<file path="config.mk">
export PLATFORM = sky130hd
export DESIGN_NAME = accel_tilt_estimator
export DESIGN_NICKNAME = d
export VERILOG_FILES = /design/src/design/atilt_pkg.sv /design/src/design/accel_tilt_estimator.sv /design/src/design/atilt_sqrt.sv /design/src/design/atilt_cordic.sv /design/src/design/atilt_dp.sv /design/src/design/atilt_ctrl.sv
export SDC_FILE = /design/constraint.sdc
export NUM_CORES = 2
export LEC_CHECK = 0
export BUFFER_PORTS_ARGS = -buffer_cell sky130_fd_sc_hd__buf_2
export CORE_UTILIZATION = 67
export DETAILED_ROUTE_END_ITERATION = 8
export PLACE_DENSITY = 0.93
export RECOVER_POWER = 25
export SLEW_MARGIN = 25
export SYNTH_ARGS = -nofsm -noshare
export SYNTH_HDL_FRONTEND = slang
export SYNTH_SLANG_ARGS = --single-unit
</file>
<file path="constraint.sdc">
create_clock -name clk_i -period 19.6 [get_ports clk_i]
set_input_delay 0 -clock clk_i [delete_from_list [all_inputs] [get_ports clk_i]]
set_output_delay 0 -clock clk_i [all_outputs]
set_load 0.05 [all_outputs]
</file>
<file path="src/design/atilt_pkg.sv">
// ----------------------------------------------------------------------------
// atilt_pkg
// Shared widths, register indexes, arctangent table and controller commands.
// ----------------------------------------------------------------------------
package atilt_pkg;

  localparam int CORDIC_STEPS_DEF    = 16;
  localparam int ANGLE_FRAC_BITS_DEF = 8;

  // port widths
  localparam int IN_W      = 16;
  localparam int OUT_W     = 18;
  localparam int OFF_W     = 17;
  localparam int WGT_W     = 9;
  localparam int CFG_W     = 17;
  localparam int CFG_IDX_W = 2;

  // register indexes
  localparam logic [CFG_IDX_W-1:0] REG_ROLL_OFFSET   = 2'd0;
  localparam logic [CFG_IDX_W-1:0] REG_PITCH_OFFSET  = 2'd1;
  localparam logic [CFG_IDX_W-1:0] REG_SMOOTH_WEIGHT = 2'd2;

  localparam logic [WGT_W-1:0] WEIGHT_RESET = 9'd102;
  localparam logic [WGT_W-1:0] WEIGHT_FULL  = 9'd256;

  // datapath widths
  localparam int ACC_FRAC    = 20;  // angle accumulator, degrees in Q20
  localparam int VEC_W       = 36;  // CORDIC vector incl. gain growth
  localparam int ANG_W       = 30;
  localparam int SQ_W        = 32;
  localparam int ROOT_W      = 32;
  localparam int STEP_W      = 5;
  localparam int TAB_W       = 26;
  localparam int SQRT_CYCLES = 16;  // two root bits per cycle

  localparam logic signed [ANG_W-1:0] DEG180_Q20 = ANG_W'(180 * 1048576);

  // atan(2^-i) in degrees, Q20
  function automatic logic [TAB_W-1:0] atan_q20(input logic [STEP_W-1:0] idx);
    logic [TAB_W-1:0] v;
    unique case (idx)
      5'd0:    v = 26'd47185920;
      5'd1:    v = 26'd27855475;
      5'd2:    v = 26'd14718068;
      5'd3:    v = 26'd7471121;
      5'd4:    v = 26'd3750058;
      5'd5:    v = 26'd1876857;
      5'd6:    v = 26'd938658;
      5'd7:    v = 26'd469357;
      5'd8:    v = 26'd234682;
      5'd9:    v = 26'd117342;
      5'd10:   v = 26'd58671;
      5'd11:   v = 26'd29335;
      5'd12:   v = 26'd14668;
      5'd13:   v = 26'd7334;
      5'd14:   v = 26'd3667;
      5'd15:   v = 26'd1833;
      5'd16:   v = 26'd917;
      5'd17:   v = 26'd458;
      5'd18:   v = 26'd229;
      5'd19:   v = 26'd115;
      5'd20:   v = 26'd57;
      5'd21:   v = 26'd29;
      5'd22:   v = 26'd14;
      5'd23:   v = 26'd7;
      default: v = '0;
    endcase
    return v;
  endfunction

  typedef struct packed {
    logic              load;         // capture input word
    logic              square;       // y*y, z*z
    logic              start;        // start root and roll rotation
    logic              sqrt_en;
    logic              cordic_en;
    logic              pitch_start;  // save roll, start pitch rotation
    logic              scale;
    logic              diff;
    logic              mult;
    logic              update;       // filter state / output update
    logic [STEP_W-1:0] step;
  } atilt_cmd_t;

endpackage

</file>
<file path="src/design/accel_tilt_estimator.sv">
// ----------------------------------------------------------------------------
// accel_tilt_estimator
// Roll and pitch from a three-axis accelerometer word, offset and smoothed.
// ----------------------------------------------------------------------------
// One word is processed at a time: a new word is accepted only in the idle state,
// after the previous word's result has been written to the output register.
// The root unit runs beside the roll rotation, then the pitch rotation
// follows, on one shared CORDIC stage.
// Reset clears the filter state to zero, offsets to zero and weight to 102.
module accel_tilt_estimator import atilt_pkg::*; #(
  parameter int CORDIC_STEPS    = CORDIC_STEPS_DEF,
  parameter int ANGLE_FRAC_BITS = ANGLE_FRAC_BITS_DEF
) (
  input  logic                    clk_i,
  input  logic                    rst_ni,
  input  logic                    cfg_we_i,
  input  logic [CFG_IDX_W-1:0]    cfg_index_i,
  input  logic [CFG_W-1:0]        cfg_wdata_i,
  input  logic                    in_valid_i,
  output logic                    in_ready_o,
  input  logic signed [IN_W-1:0]  accel_x_i,
  input  logic signed [IN_W-1:0]  accel_y_i,
  input  logic signed [IN_W-1:0]  accel_z_i,
  output logic                    out_valid_o,
  input  logic                    out_ready_i,
  output logic signed [OUT_W-1:0] roll_angle_o,
  output logic signed [OUT_W-1:0] pitch_angle_o
);

  logic signed [OFF_W-1:0] roll_off_q, pitch_off_q;
  logic [WGT_W-1:0]        weight_q;
  atilt_cmd_t              cmd;

  always_ff @(posedge clk_i or negedge rst_ni) begin
    if (!rst_ni) begin
      roll_off_q  <= '0;
      pitch_off_q <= '0;
      weight_q    <= WEIGHT_RESET;
    end else if (cfg_we_i) begin
      unique case (cfg_index_i)
        REG_ROLL_OFFSET:   roll_off_q  <= cfg_wdata_i[OFF_W-1:0];
        REG_PITCH_OFFSET:  pitch_off_q <= cfg_wdata_i[OFF_W-1:0];
        REG_SMOOTH_WEIGHT: weight_q    <= cfg_wdata_i[WGT_W-1:0];
        default: ;
      endcase
    end
  end

  atilt_ctrl #(
    .CORDIC_STEPS (CORDIC_STEPS)
  ) u_ctrl (
    .clk_i       (clk_i),
    .rst_ni      (rst_ni),
    .in_valid_i  (in_valid_i),
    .in_ready_o  (in_ready_o),
    .out_valid_o (out_valid_o),
    .out_ready_i (out_ready_i),
    .cmd_o       (cmd)
  );

  atilt_dp #(
    .ANGLE_FRAC_BITS (ANGLE_FRAC_BITS)
  ) u_dp (
    .clk_i         (clk_i),
    .rst_ni        (rst_ni),
    .cmd_i         (cmd),
    .accel_x_i     (accel_x_i),
    .accel_y_i     (accel_y_i),
    .accel_z_i     (accel_z_i),
    .roll_off_i    (roll_off_q),
    .pitch_off_i   (pitch_off_q),
    .weight_i      (weight_q),
    .roll_angle_o  (roll_angle_o),
    .pitch_angle_o (pitch_angle_o)
  );

endmodule

</file>
<file path="src/design/atilt_sqrt.sv">
// ----------------------------------------------------------------------------
// atilt_sqrt
// Digit-by-digit floor square root of (sum << 32), two root bits per cycle while en_i is high.
// ----------------------------------------------------------------------------
module atilt_sqrt import atilt_pkg::*; (
  input  logic              clk_i,
  input  logic              init_i,
  input  logic [SQ_W-1:0]   sum_i,
  input  logic              en_i,
  output logic [ROOT_W-1:0] root_o
);

  localparam int REM_W = ROOT_W + 2;

  function automatic logic [REM_W+ROOT_W-1:0] sqrt_digit(
    input logic [REM_W-1:0]  rem,
    input logic [ROOT_W-1:0] root,
    input logic [1:0]        pair
  );
    logic [REM_W+1:0] cand;
    logic [REM_W+2:0] trial;
    cand  = {rem, pair};
    trial = {1'b0, cand} - (REM_W+3)'({root, 2'b01});
    if (!trial[REM_W+2]) begin
      return {trial[REM_W-1:0], root[ROOT_W-2:0], 1'b1};
    end
    return {cand[REM_W-1:0], root[ROOT_W-2:0], 1'b0};
  endfunction

  logic [SQ_W-1:0]         rad_q, rad_d;
  logic [REM_W-1:0]        rem_q, rem_d;
  logic [ROOT_W-1:0]       root_q, root_d;
  logic [REM_W+ROOT_W-1:0] s1, s2;

  always_comb begin
    s1 = sqrt_digit(rem_q, root_q, rad_q[SQ_W-1 -: 2]);
    s2 = sqrt_digit(s1[REM_W+ROOT_W-1:ROOT_W], s1[ROOT_W-1:0], rad_q[SQ_W-3 -: 2]);
    rad_d  = rad_q;
    rem_d  = rem_q;
    root_d = root_q;
    if (init_i) begin
      rad_d  = sum_i;
      rem_d  = '0;
      root_d = '0;
    end else if (en_i) begin
      // radicand low half is zero, shift zeros in
      rad_d  = {rad_q[SQ_W-5:0], 4'b0000};
      rem_d  = s2[REM_W+ROOT_W-1:ROOT_W];
      root_d = s2[ROOT_W-1:0];
    end
  end

  always_ff @(posedge clk_i) begin
    rad_q  <= rad_d;
    rem_q  <= rem_d;
    root_q <= root_d;
  end

  assign root_o = root_q;

endmodule

</file>
<file path="src/design/atilt_cordic.sv">
// ----------------------------------------------------------------------------
// atilt_cordic
// Vectoring CORDIC, one micro-rotation per cycle while en_i is high, angle in Q20 degrees.
// ----------------------------------------------------------------------------
module atilt_cordic import atilt_pkg::*; (
  input  logic                    clk_i,
  input  logic                    init_i,
  input  logic signed [VEC_W-1:0] x0_i,
  input  logic signed [VEC_W-1:0] y0_i,
  input  logic signed [ANG_W-1:0] ang0_i,
  input  logic                    en_i,
  input  logic [STEP_W-1:0]       step_i,
  output logic signed [ANG_W-1:0] ang_o
);

  logic signed [VEC_W-1:0] x_q, x_d, y_q, y_d, dx, dy;
  logic signed [ANG_W-1:0] ang_q, ang_d, da;

  always_comb begin
    dx    = y_q >>> step_i;
    dy    = x_q >>> step_i;
    da    = $signed(ANG_W'(atan_q20(step_i)));
    x_d   = x_q;
    y_d   = y_q;
    ang_d = ang_q;
    if (init_i) begin
      x_d   = x0_i;
      y_d   = y0_i;
      ang_d = ang0_i;
    end else if (en_i) begin
      if (y_q > 0) begin
        x_d   = x_q + dx;
        y_d   = y_q - dy;
        ang_d = ang_q + da;
      end else begin
        x_d   = x_q - dx;
        y_d   = y_q + dy;
        ang_d = ang_q - da;
      end
    end
  end

  always_ff @(posedge clk_i) begin
    x_q   <= x_d;
    y_q   <= y_d;
    ang_q <= ang_d;
  end

  assign ang_o = ang_q;

endmodule

</file>
<file path="src/design/atilt_dp.sv">
// ----------------------------------------------------------------------------
// atilt_dp
// Tilt datapath: squares, root, shared CORDIC, scaling and smoothing filter.
// ----------------------------------------------------------------------------
module atilt_dp import atilt_pkg::*; #(
  parameter int ANGLE_FRAC_BITS = ANGLE_FRAC_BITS_DEF
) (
  input  logic                    clk_i,
  input  logic                    rst_ni,
  input  atilt_cmd_t              cmd_i,
  input  logic signed [IN_W-1:0]  accel_x_i,
  input  logic signed [IN_W-1:0]  accel_y_i,
  input  logic signed [IN_W-1:0]  accel_z_i,
  input  logic signed [OFF_W-1:0] roll_off_i,
  input  logic signed [OFF_W-1:0] pitch_off_i,
  input  logic [WGT_W-1:0]        weight_i,
  output logic signed [OUT_W-1:0] roll_angle_o,
  output logic signed [OUT_W-1:0] pitch_angle_o
);

  localparam int SH     = ACC_FRAC - ANGLE_FRAC_BITS;
  localparam int A_W    = ANGLE_FRAC_BITS + 9;
  localparam int D_W    = (A_W > OFF_W ? A_W : OFF_W) + 1;
  localparam int DIFF_W = OUT_W + 1;
  localparam int PROD_W = DIFF_W + WGT_W + 1;

  localparam logic signed [ANG_W-1:0]  HALF_LSB   = ANG_W'(1 << (SH - 1));
  localparam logic signed [ANG_W-1:0]  ANGLE_LIM  = ANG_W'(180 << ANGLE_FRAC_BITS);
  localparam logic signed [PROD_W-1:0] ROUND_HALF = PROD_W'(128);

  // Q20 to output scale, round half up, clamp to +-180 degrees
  function automatic logic signed [A_W-1:0] scale_angle(input logic signed [ANG_W-1:0] q);
    logic signed [ANG_W-1:0] r;
    r = (q + HALF_LSB) >>> SH;
    if (r > ANGLE_LIM) begin
      r = ANGLE_LIM;
    end else if (r < -ANGLE_LIM) begin
      r = -ANGLE_LIM;
    end
    return r[A_W-1:0];
  endfunction

  // saturate to the output range
  function automatic logic signed [OUT_W-1:0] sat_out(input logic signed [D_W-1:0] d);
    if ((&d[D_W-1:OUT_W-1]) || !(|d[D_W-1:OUT_W-1])) begin
      return d[OUT_W-1:0];
    end
    return d[D_W-1] ? {1'b1, {(OUT_W-1){1'b0}}} : {1'b0, {(OUT_W-1){1'b1}}};
  endfunction

  logic signed [IN_W-1:0]   x_q, y_q, z_q;
  logic                     roll_zero_q, all_zero_q;
  logic [SQ_W-1:0]          yy_q, zz_q;
  logic [ROOT_W-1:0]        mag;
  logic signed [ANG_W-1:0]  cordic_ang, roll_q20_q;
  logic signed [VEC_W-1:0]  xe, ye, ze, roll_x0, roll_y0, pitch_x0, pitch_y0;
  logic signed [VEC_W-1:0]  cx0, cy0;
  logic signed [ANG_W-1:0]  roll_a0, ca0;
  logic signed [A_W-1:0]    a_roll_q, a_pitch_q;
  logic signed [DIFF_W-1:0] diff_roll_q, diff_pitch_q;
  logic signed [PROD_W-1:0] prod_roll_q, prod_pitch_q, rnd_roll, rnd_pitch;
  logic [WGT_W-1:0]         w_sat;
  logic signed [OUT_W-1:0]  s_roll_q, s_pitch_q;

  always_ff @(posedge clk_i) begin
    if (cmd_i.load) begin
      x_q         <= accel_x_i;
      y_q         <= accel_y_i;
      z_q         <= accel_z_i;
      roll_zero_q <= (accel_y_i == '0) && (accel_z_i == '0);
      all_zero_q  <= (accel_x_i == '0) && (accel_y_i == '0) && (accel_z_i == '0);
    end
    if (cmd_i.square) begin
      yy_q <= SQ_W'(y_q * y_q);
      zz_q <= SQ_W'(z_q * z_q);
    end
  end

  atilt_sqrt u_sqrt (
    .clk_i  (clk_i),
    .init_i (cmd_i.start),
    .sum_i  (yy_q + zz_q),
    .en_i   (cmd_i.sqrt_en),
    .root_o (mag)
  );

  // roll with negative z is folded by 180 degrees
  always_comb begin
    xe       = VEC_W'(x_q);
    ye       = VEC_W'(y_q);
    ze       = VEC_W'(z_q);
    roll_x0  = (z_q[IN_W-1] ? -ze : ze) <<< 16;
    roll_y0  = (z_q[IN_W-1] ? -ye : ye) <<< 16;
    roll_a0  = !z_q[IN_W-1] ? '0 : (!y_q[IN_W-1] ? DEG180_Q20 : -DEG180_Q20);
    pitch_x0 = VEC_W'({1'b0, mag});
    pitch_y0 = (-xe) <<< 16;
    cx0      = cmd_i.pitch_start ? pitch_x0 : roll_x0;
    cy0      = cmd_i.pitch_start ? pitch_y0 : roll_y0;
    ca0      = cmd_i.pitch_start ? '0 : roll_a0;
  end

  atilt_cordic u_cordic (
    .clk_i  (clk_i),
    .init_i (cmd_i.start | cmd_i.pitch_start),
    .x0_i   (cx0),
    .y0_i   (cy0),
    .ang0_i (ca0),
    .en_i   (cmd_i.cordic_en),
    .step_i (cmd_i.step),
    .ang_o  (cordic_ang)
  );

  assign w_sat     = (weight_i > WEIGHT_FULL) ? WEIGHT_FULL : weight_i;
  assign rnd_roll  = (prod_roll_q + ROUND_HALF) >>> 8;
  assign rnd_pitch = (prod_pitch_q + ROUND_HALF) >>> 8;

  always_ff @(posedge clk_i) begin
    if (cmd_i.pitch_start) begin
      roll_q20_q <= roll_zero_q ? '0 : cordic_ang;
    end
    if (cmd_i.scale) begin
      a_roll_q  <= scale_angle(roll_q20_q);
      a_pitch_q <= scale_angle(all_zero_q ? '0 : cordic_ang);
    end
    if (cmd_i.diff) begin
      diff_roll_q  <= DIFF_W'(sat_out(D_W'(a_roll_q) - D_W'(roll_off_i)))
                      - DIFF_W'(s_roll_q);
      diff_pitch_q <= DIFF_W'(sat_out(D_W'(a_pitch_q) - D_W'(pitch_off_i)))
                      - DIFF_W'(s_pitch_q);
    end
    if (cmd_i.mult) begin
      prod_roll_q  <= $signed({1'b0, w_sat}) * diff_roll_q;
      prod_pitch_q <= $signed({1'b0, w_sat}) * diff_pitch_q;
    end
  end

  // filter state doubles as the output register
  always_ff @(posedge clk_i or negedge rst_ni) begin
    if (!rst_ni) begin
      s_roll_q  <= '0;
      s_pitch_q <= '0;
    end else if (cmd_i.update) begin
      s_roll_q  <= s_roll_q + rnd_roll[OUT_W-1:0];
      s_pitch_q <= s_pitch_q + rnd_pitch[OUT_W-1:0];
    end
  end

  assign roll_angle_o  = s_roll_q;
  assign pitch_angle_o = s_pitch_q;

endmodule

</file>
<file path="src/design/atilt_ctrl.sv">
// ----------------------------------------------------------------------------
// atilt_ctrl
// Sequencer: steps the datapath through root, two rotations and the filter.
// ----------------------------------------------------------------------------
module atilt_ctrl import atilt_pkg::*; #(
  parameter int CORDIC_STEPS = CORDIC_STEPS_DEF
) (
  input  logic       clk_i,
  input  logic       rst_ni,
  input  logic       in_valid_i,
  output logic       in_ready_o,
  output logic       out_valid_o,
  input  logic       out_ready_i,
  output atilt_cmd_t cmd_o
);

  localparam int ROLL_CYC = (SQRT_CYCLES > CORDIC_STEPS) ? SQRT_CYCLES : CORDIC_STEPS;

  typedef enum logic [3:0] {
    ST_IDLE,
    ST_SQUARE,
    ST_SUM,
    ST_ROLL,
    ST_PITCH_INIT,
    ST_PITCH,
    ST_SCALE,
    ST_DIFF,
    ST_MULT,
    ST_UPDATE
  } state_e;

  state_e            state_q;
  logic [STEP_W-1:0] cnt_q;
  logic              out_valid_q;
  logic              slot_free;

  assign slot_free   = !out_valid_q || out_ready_i;
  assign in_ready_o  = (state_q == ST_IDLE);
  assign out_valid_o = out_valid_q;

  always_comb begin
    cmd_o      = '0;
    cmd_o.step = cnt_q;
    unique case (state_q)
      ST_IDLE:       cmd_o.load        = in_valid_i;
      ST_SQUARE:     cmd_o.square      = 1'b1;
      ST_SUM:        cmd_o.start       = 1'b1;
      ST_ROLL: begin
        cmd_o.sqrt_en   = (cnt_q < STEP_W'(SQRT_CYCLES));
        cmd_o.cordic_en = (cnt_q < STEP_W'(CORDIC_STEPS));
      end
      ST_PITCH_INIT: cmd_o.pitch_start = 1'b1;
      ST_PITCH:      cmd_o.cordic_en   = 1'b1;
      ST_SCALE:      cmd_o.scale       = 1'b1;
      ST_DIFF:       cmd_o.diff        = 1'b1;
      ST_MULT:       cmd_o.mult        = 1'b1;
      ST_UPDATE:     cmd_o.update      = slot_free;
      default:       cmd_o             = '0;
    endcase
  end

  always_ff @(posedge clk_i or negedge rst_ni) begin
    if (!rst_ni) begin
      state_q     <= ST_IDLE;
      cnt_q       <= '0;
      out_valid_q <= 1'b0;
    end else begin
      if ((state_q == ST_UPDATE) && slot_free) begin
        out_valid_q <= 1'b1;
      end else if (out_ready_i) begin
        out_valid_q <= 1'b0;
      end
      unique case (state_q)
        ST_IDLE: begin
          if (in_valid_i) begin
            state_q <= ST_SQUARE;
          end
        end
        ST_SQUARE: state_q <= ST_SUM;
        ST_SUM: begin
          state_q <= ST_ROLL;
          cnt_q   <= '0;
        end
        ST_ROLL: begin
          if (cnt_q == STEP_W'(ROLL_CYC - 1)) begin
            state_q <= ST_PITCH_INIT;
            cnt_q   <= '0;
          end else begin
            cnt_q <= cnt_q + 1'b1;
          end
        end
        ST_PITCH_INIT: state_q <= ST_PITCH;
        ST_PITCH: begin
          if (cnt_q == STEP_W'(CORDIC_STEPS - 1)) begin
            state_q <= ST_SCALE;
            cnt_q   <= '0;
          end else begin
            cnt_q <= cnt_q + 1'b1;
          end
        end
        ST_SCALE: state_q <= ST_DIFF;
        ST_DIFF:  state_q <= ST_MULT;
        ST_MULT:  state_q <= ST_UPDATE;
        ST_UPDATE: begin
          // hold the new word until the previous one is taken
          if (slot_free) begin
            state_q <= ST_IDLE;
          end
        end
        default: state_q <= ST_IDLE;
      endcase
    end
  end

endmodule

</file>
==> reports/summary.txt <==
Req. time, crit path - 20.04 ns
max cap viols - 3
worst r2r src - u_ctrl.state_q[2]$_DFFE_PN0P_
RSZ-0062 raised after global routing - false
outcome - finished, violations left
Slew Limit Fails - 134
total track usage - 42.6%
synthesized net count - 9329
FF-to-FF End - u_dp.u_cordic.y_q[32]$_DFFE_PP_
post_cts resized - 0
Synth Area in Adders - 31.6%
post-CTS repair timing setup buffer count - 0
Core ar. - 105000 um^2
Synth Warn # - 0
Syn Std Cell Area - 71100 um^2
DIE WIDTH - 328 um
Placed Area - 72800 um^2
H-tree levels - 2
crit path launch type - register
setup ws final - 10.09 ns
Crit path max-delay family - compound AO/OA/AOI/OAI gates
drt total wl - 229 mm
post-synthesis xor/xnor area fraction - 6.69%
Post-synth EDFFs - 375
global-route wire length before repair - 357 mm
Max Clk Rate - 105 MHz
Synth Area in Simple Gates - 15.5%
layout cells sized above 1 - 4.84%
worst-margin pin slew - 4.08 ns
Cells after Synth - 7913
CTS Buffer Depth - 3
Layout area overhead - 6.20%
vias in the first global route - 65900
wire per inst - 24.4 um
pre-CTS setup slack - 10.42 ns
WP buf/inv - 6
worst-skew pair later-pin latency - 0.76 ns
Inserted Clock Buffers - 60
Synth area leaders - fa_1 21%, edfxtp_1 16%, ha_1 10%
Initial Util - 67.6%
CTS root buf - clkbuf_16
CTS tree - done
most numerous cell in the Yosys netlist - inv_1
Hold Crit Class - primary input to register
CP Max Fanout - 61
largest net degree at the start of global routing - 97
post-synthesis mux area share - 3.52%
critical path's slowest cell - o41ai_1
failing checks - max-capacitance violations, max-slew violations
Port Buffers - 109
largest area contributor in the netlist - fa_1
area of the die - 107000 um^2
clk_skew - 0.0763 ns
I/O pins - 110
Largest stage delay, worst path - 0.89 ns
worst setup path category - register to register
R2R Setup Slk - 10.09 ns
Yosys reg bits - 530
initial antenna violation count - 11
Hold Path Stages - 3
post-synthesis compound-gate area fraction - 14.0%
worst relative slew slack - -172%
worst path arrival time - 9.95 ns
FFs w/ async S/R, synth - 16.8%
final period utilization - 48.5%
final setup vio count - 0
Yosys top cell area share - 21.1%
placer congestion estimate - 1.01
Top FF cell, synth - edfxtp_1
CP Capture Type - register
clock slew seen by the registers of the worst setup and hold paths - 0.08 ns
Worst Hold End - weight_q[4]$_DFFE_PN0P_
antenna viol nets, final - 0
design area - 75500 um^2
DRT iter0 DRCs - 7260
hold slack - 0.0490 ns
fin crit period - 9.51 ns
sequential area share after synthesis - 20.8%
Sinks on Clock Net - 530
hold path start - cfg_we_i
DIE HEIGHT - 328 um
first-pass iteration count of the detailed router - 9
DP Wirelength - 160 mm
unique cell type count in the Yosys netlist - 108
largest family of logic cells by synthesized area - adder cells
drt via density - 6.69
Reg2Reg Depth - 29
routed via count - 62700
Final nets - 9346
grt total ovfl - 0
Setup TNS - 0 ns
Post-synth top cells - 1154 x inv_1, 749 x fa_1, 729 x nand2_1
Std-Cell Rows - 119
Final Hold Viols - 0
Syn Area/Cell - 8.99 um^2
DRC errors left - 0
==> state kept, by name, indices dropped and copies added (netlist names), 18 cells and up <==
name	cells
u_dp.u_sqrt.rem_q	34
u_dp.diff_pitch_q	19
u_dp.u_cordic.y_q	36
u_dp.u_cordic.x_q	36
u_dp.roll_angle_o	18
u_dp.pitch_angle_o	18
u_dp.prod_roll_q	19
u_dp.roll_q20_q	19
u_dp.diff_roll_q	19
u_dp.u_sqrt.rad_q	32
u_dp.zz_q	31
u_dp.yy_q	31
u_dp.u_sqrt.root_o	32
u_dp.u_cordic.ang_o	30
u_dp.prod_pitch_q	19
==> logic make-up after synthesis <==
family,after synthesis
buf+inv,1464
xor+xnor,543
fa+ha+maj,1346
mux,171
simple gates,2275
compound gates,1584
flops,530
==> worst register-to-register path, delay by kind of cell (launching register included) <==
kind	cells	cell delay [ns]
DFF	1	0.59
and+or+nand+nor	6	1.65
buffers and inverters	6	1.94
muxes	2	1.09
xor gates and xnor gates	1	0.17
adders and majority gates	2	0.39
AOI/OAI and AO/OA	12	3.42
==> cell type report <==
type                            instances  area, um^2
Multi-Input combinational cell       5919       50800
Fill cell                            6914       29700
Sequential cell                       530       14800
Inverter                             1164        4370
Tap cell                             1391        1740
Timing Repair Buffer                  255        1730
Clock buffer                           81        1720
Clock inverter                         31         329
Antenna cell                            9        22.5
==> repair_timing <==
action / 4_1_cts / 5_1_grt
hold buffers: 74 / 0
setup endpoints to repair: 0 / 0
endpoints found under the hold margin: 180 / 0
==> routing by layer <==
metal	GRT usage, %	part of all wire (%)	vias up
li1	-	-	26700
met1	46.9	33	30000
met2	69.9	47	4394
met3	10.8	10	1593
met4	34.9	9.6	12
met5	0	0.043	-
==> how the worst max path moves through the flow <==
stage | from | to | cells after the start
floorplan | u_dp.z_q[15]$_DFFE_PP_ | u_dp.zz_q[31]$_DFFE_PP_ | 26
global placement | u_ctrl.state_q[2]$_DFFE_PN0P_ | u_dp.u_cordic.y_q[32]$_DFFE_PP_ | 29
detailed placement | u_ctrl.state_q[2]$_DFFE_PN0P_ | u_dp.u_cordic.y_q[34]$_DFFE_PP_ | 29
CTS | u_ctrl.state_q[2]$_DFFE_PN0P_ | u_dp.u_cordic.y_q[34]$_DFFE_PP_ | 29
global route | u_ctrl.state_q[2]$_DFFE_PN0P_ | u_dp.u_cordic.y_q[34]$_DFFE_PP_ | 29
finish | u_ctrl.state_q[2]$_DFFE_PN0P_ | u_dp.u_cordic.y_q[32]$_DFFE_PP_ | 29
==> cell usage in the layout, fill, tap and decap left out, drive strengths merged, types with 61 or more instances in the layout <==
| cell type | synthesis | final |
|---|---|---|
| o21ai | 445 | 445 |
| nor3 | 133 | 133 |
| and2 | 293 | 293 |
| dlygate4sd3 | 0 | 74 |
| a31oi | 69 | 69 |
| clkbuf | 230 | 173 |
| a21oi | 408 | 408 |
| a21o | 145 | 145 |
| buf | 70 | 89 |
| xnor2 | 351 | 351 |
| edfxtp | 375 | 375 |
| nand2 | 731 | 731 |
| dfrtp | 85 | 85 |
| dfxtp | 66 | 66 |
| xor2 | 192 | 192 |
| mux2i | 74 | 74 |
| ha | 595 | 595 |
| nand3 | 179 | 179 |
| nor2 | 484 | 484 |
| nor2b | 97 | 97 |
| nand2b | 61 | 61 |
| inv | 1159 | 1166 |
| and3 | 85 | 85 |
| fa | 749 | 749 |
==> per-stage QoR <==
step,instances,util (%)
3_5_place_dp,9184,69.2
2_1_floorplan,7913,-
3_3_place_gp,9183,69.2
4_1_cts,9370,71.8
5_1_grt,9373,71.7
6_report,9380,71.8
Power is left out: the tool's default activity adds up to more than one toggle a clock period on the data nets, which glitch-free logic cannot reach.
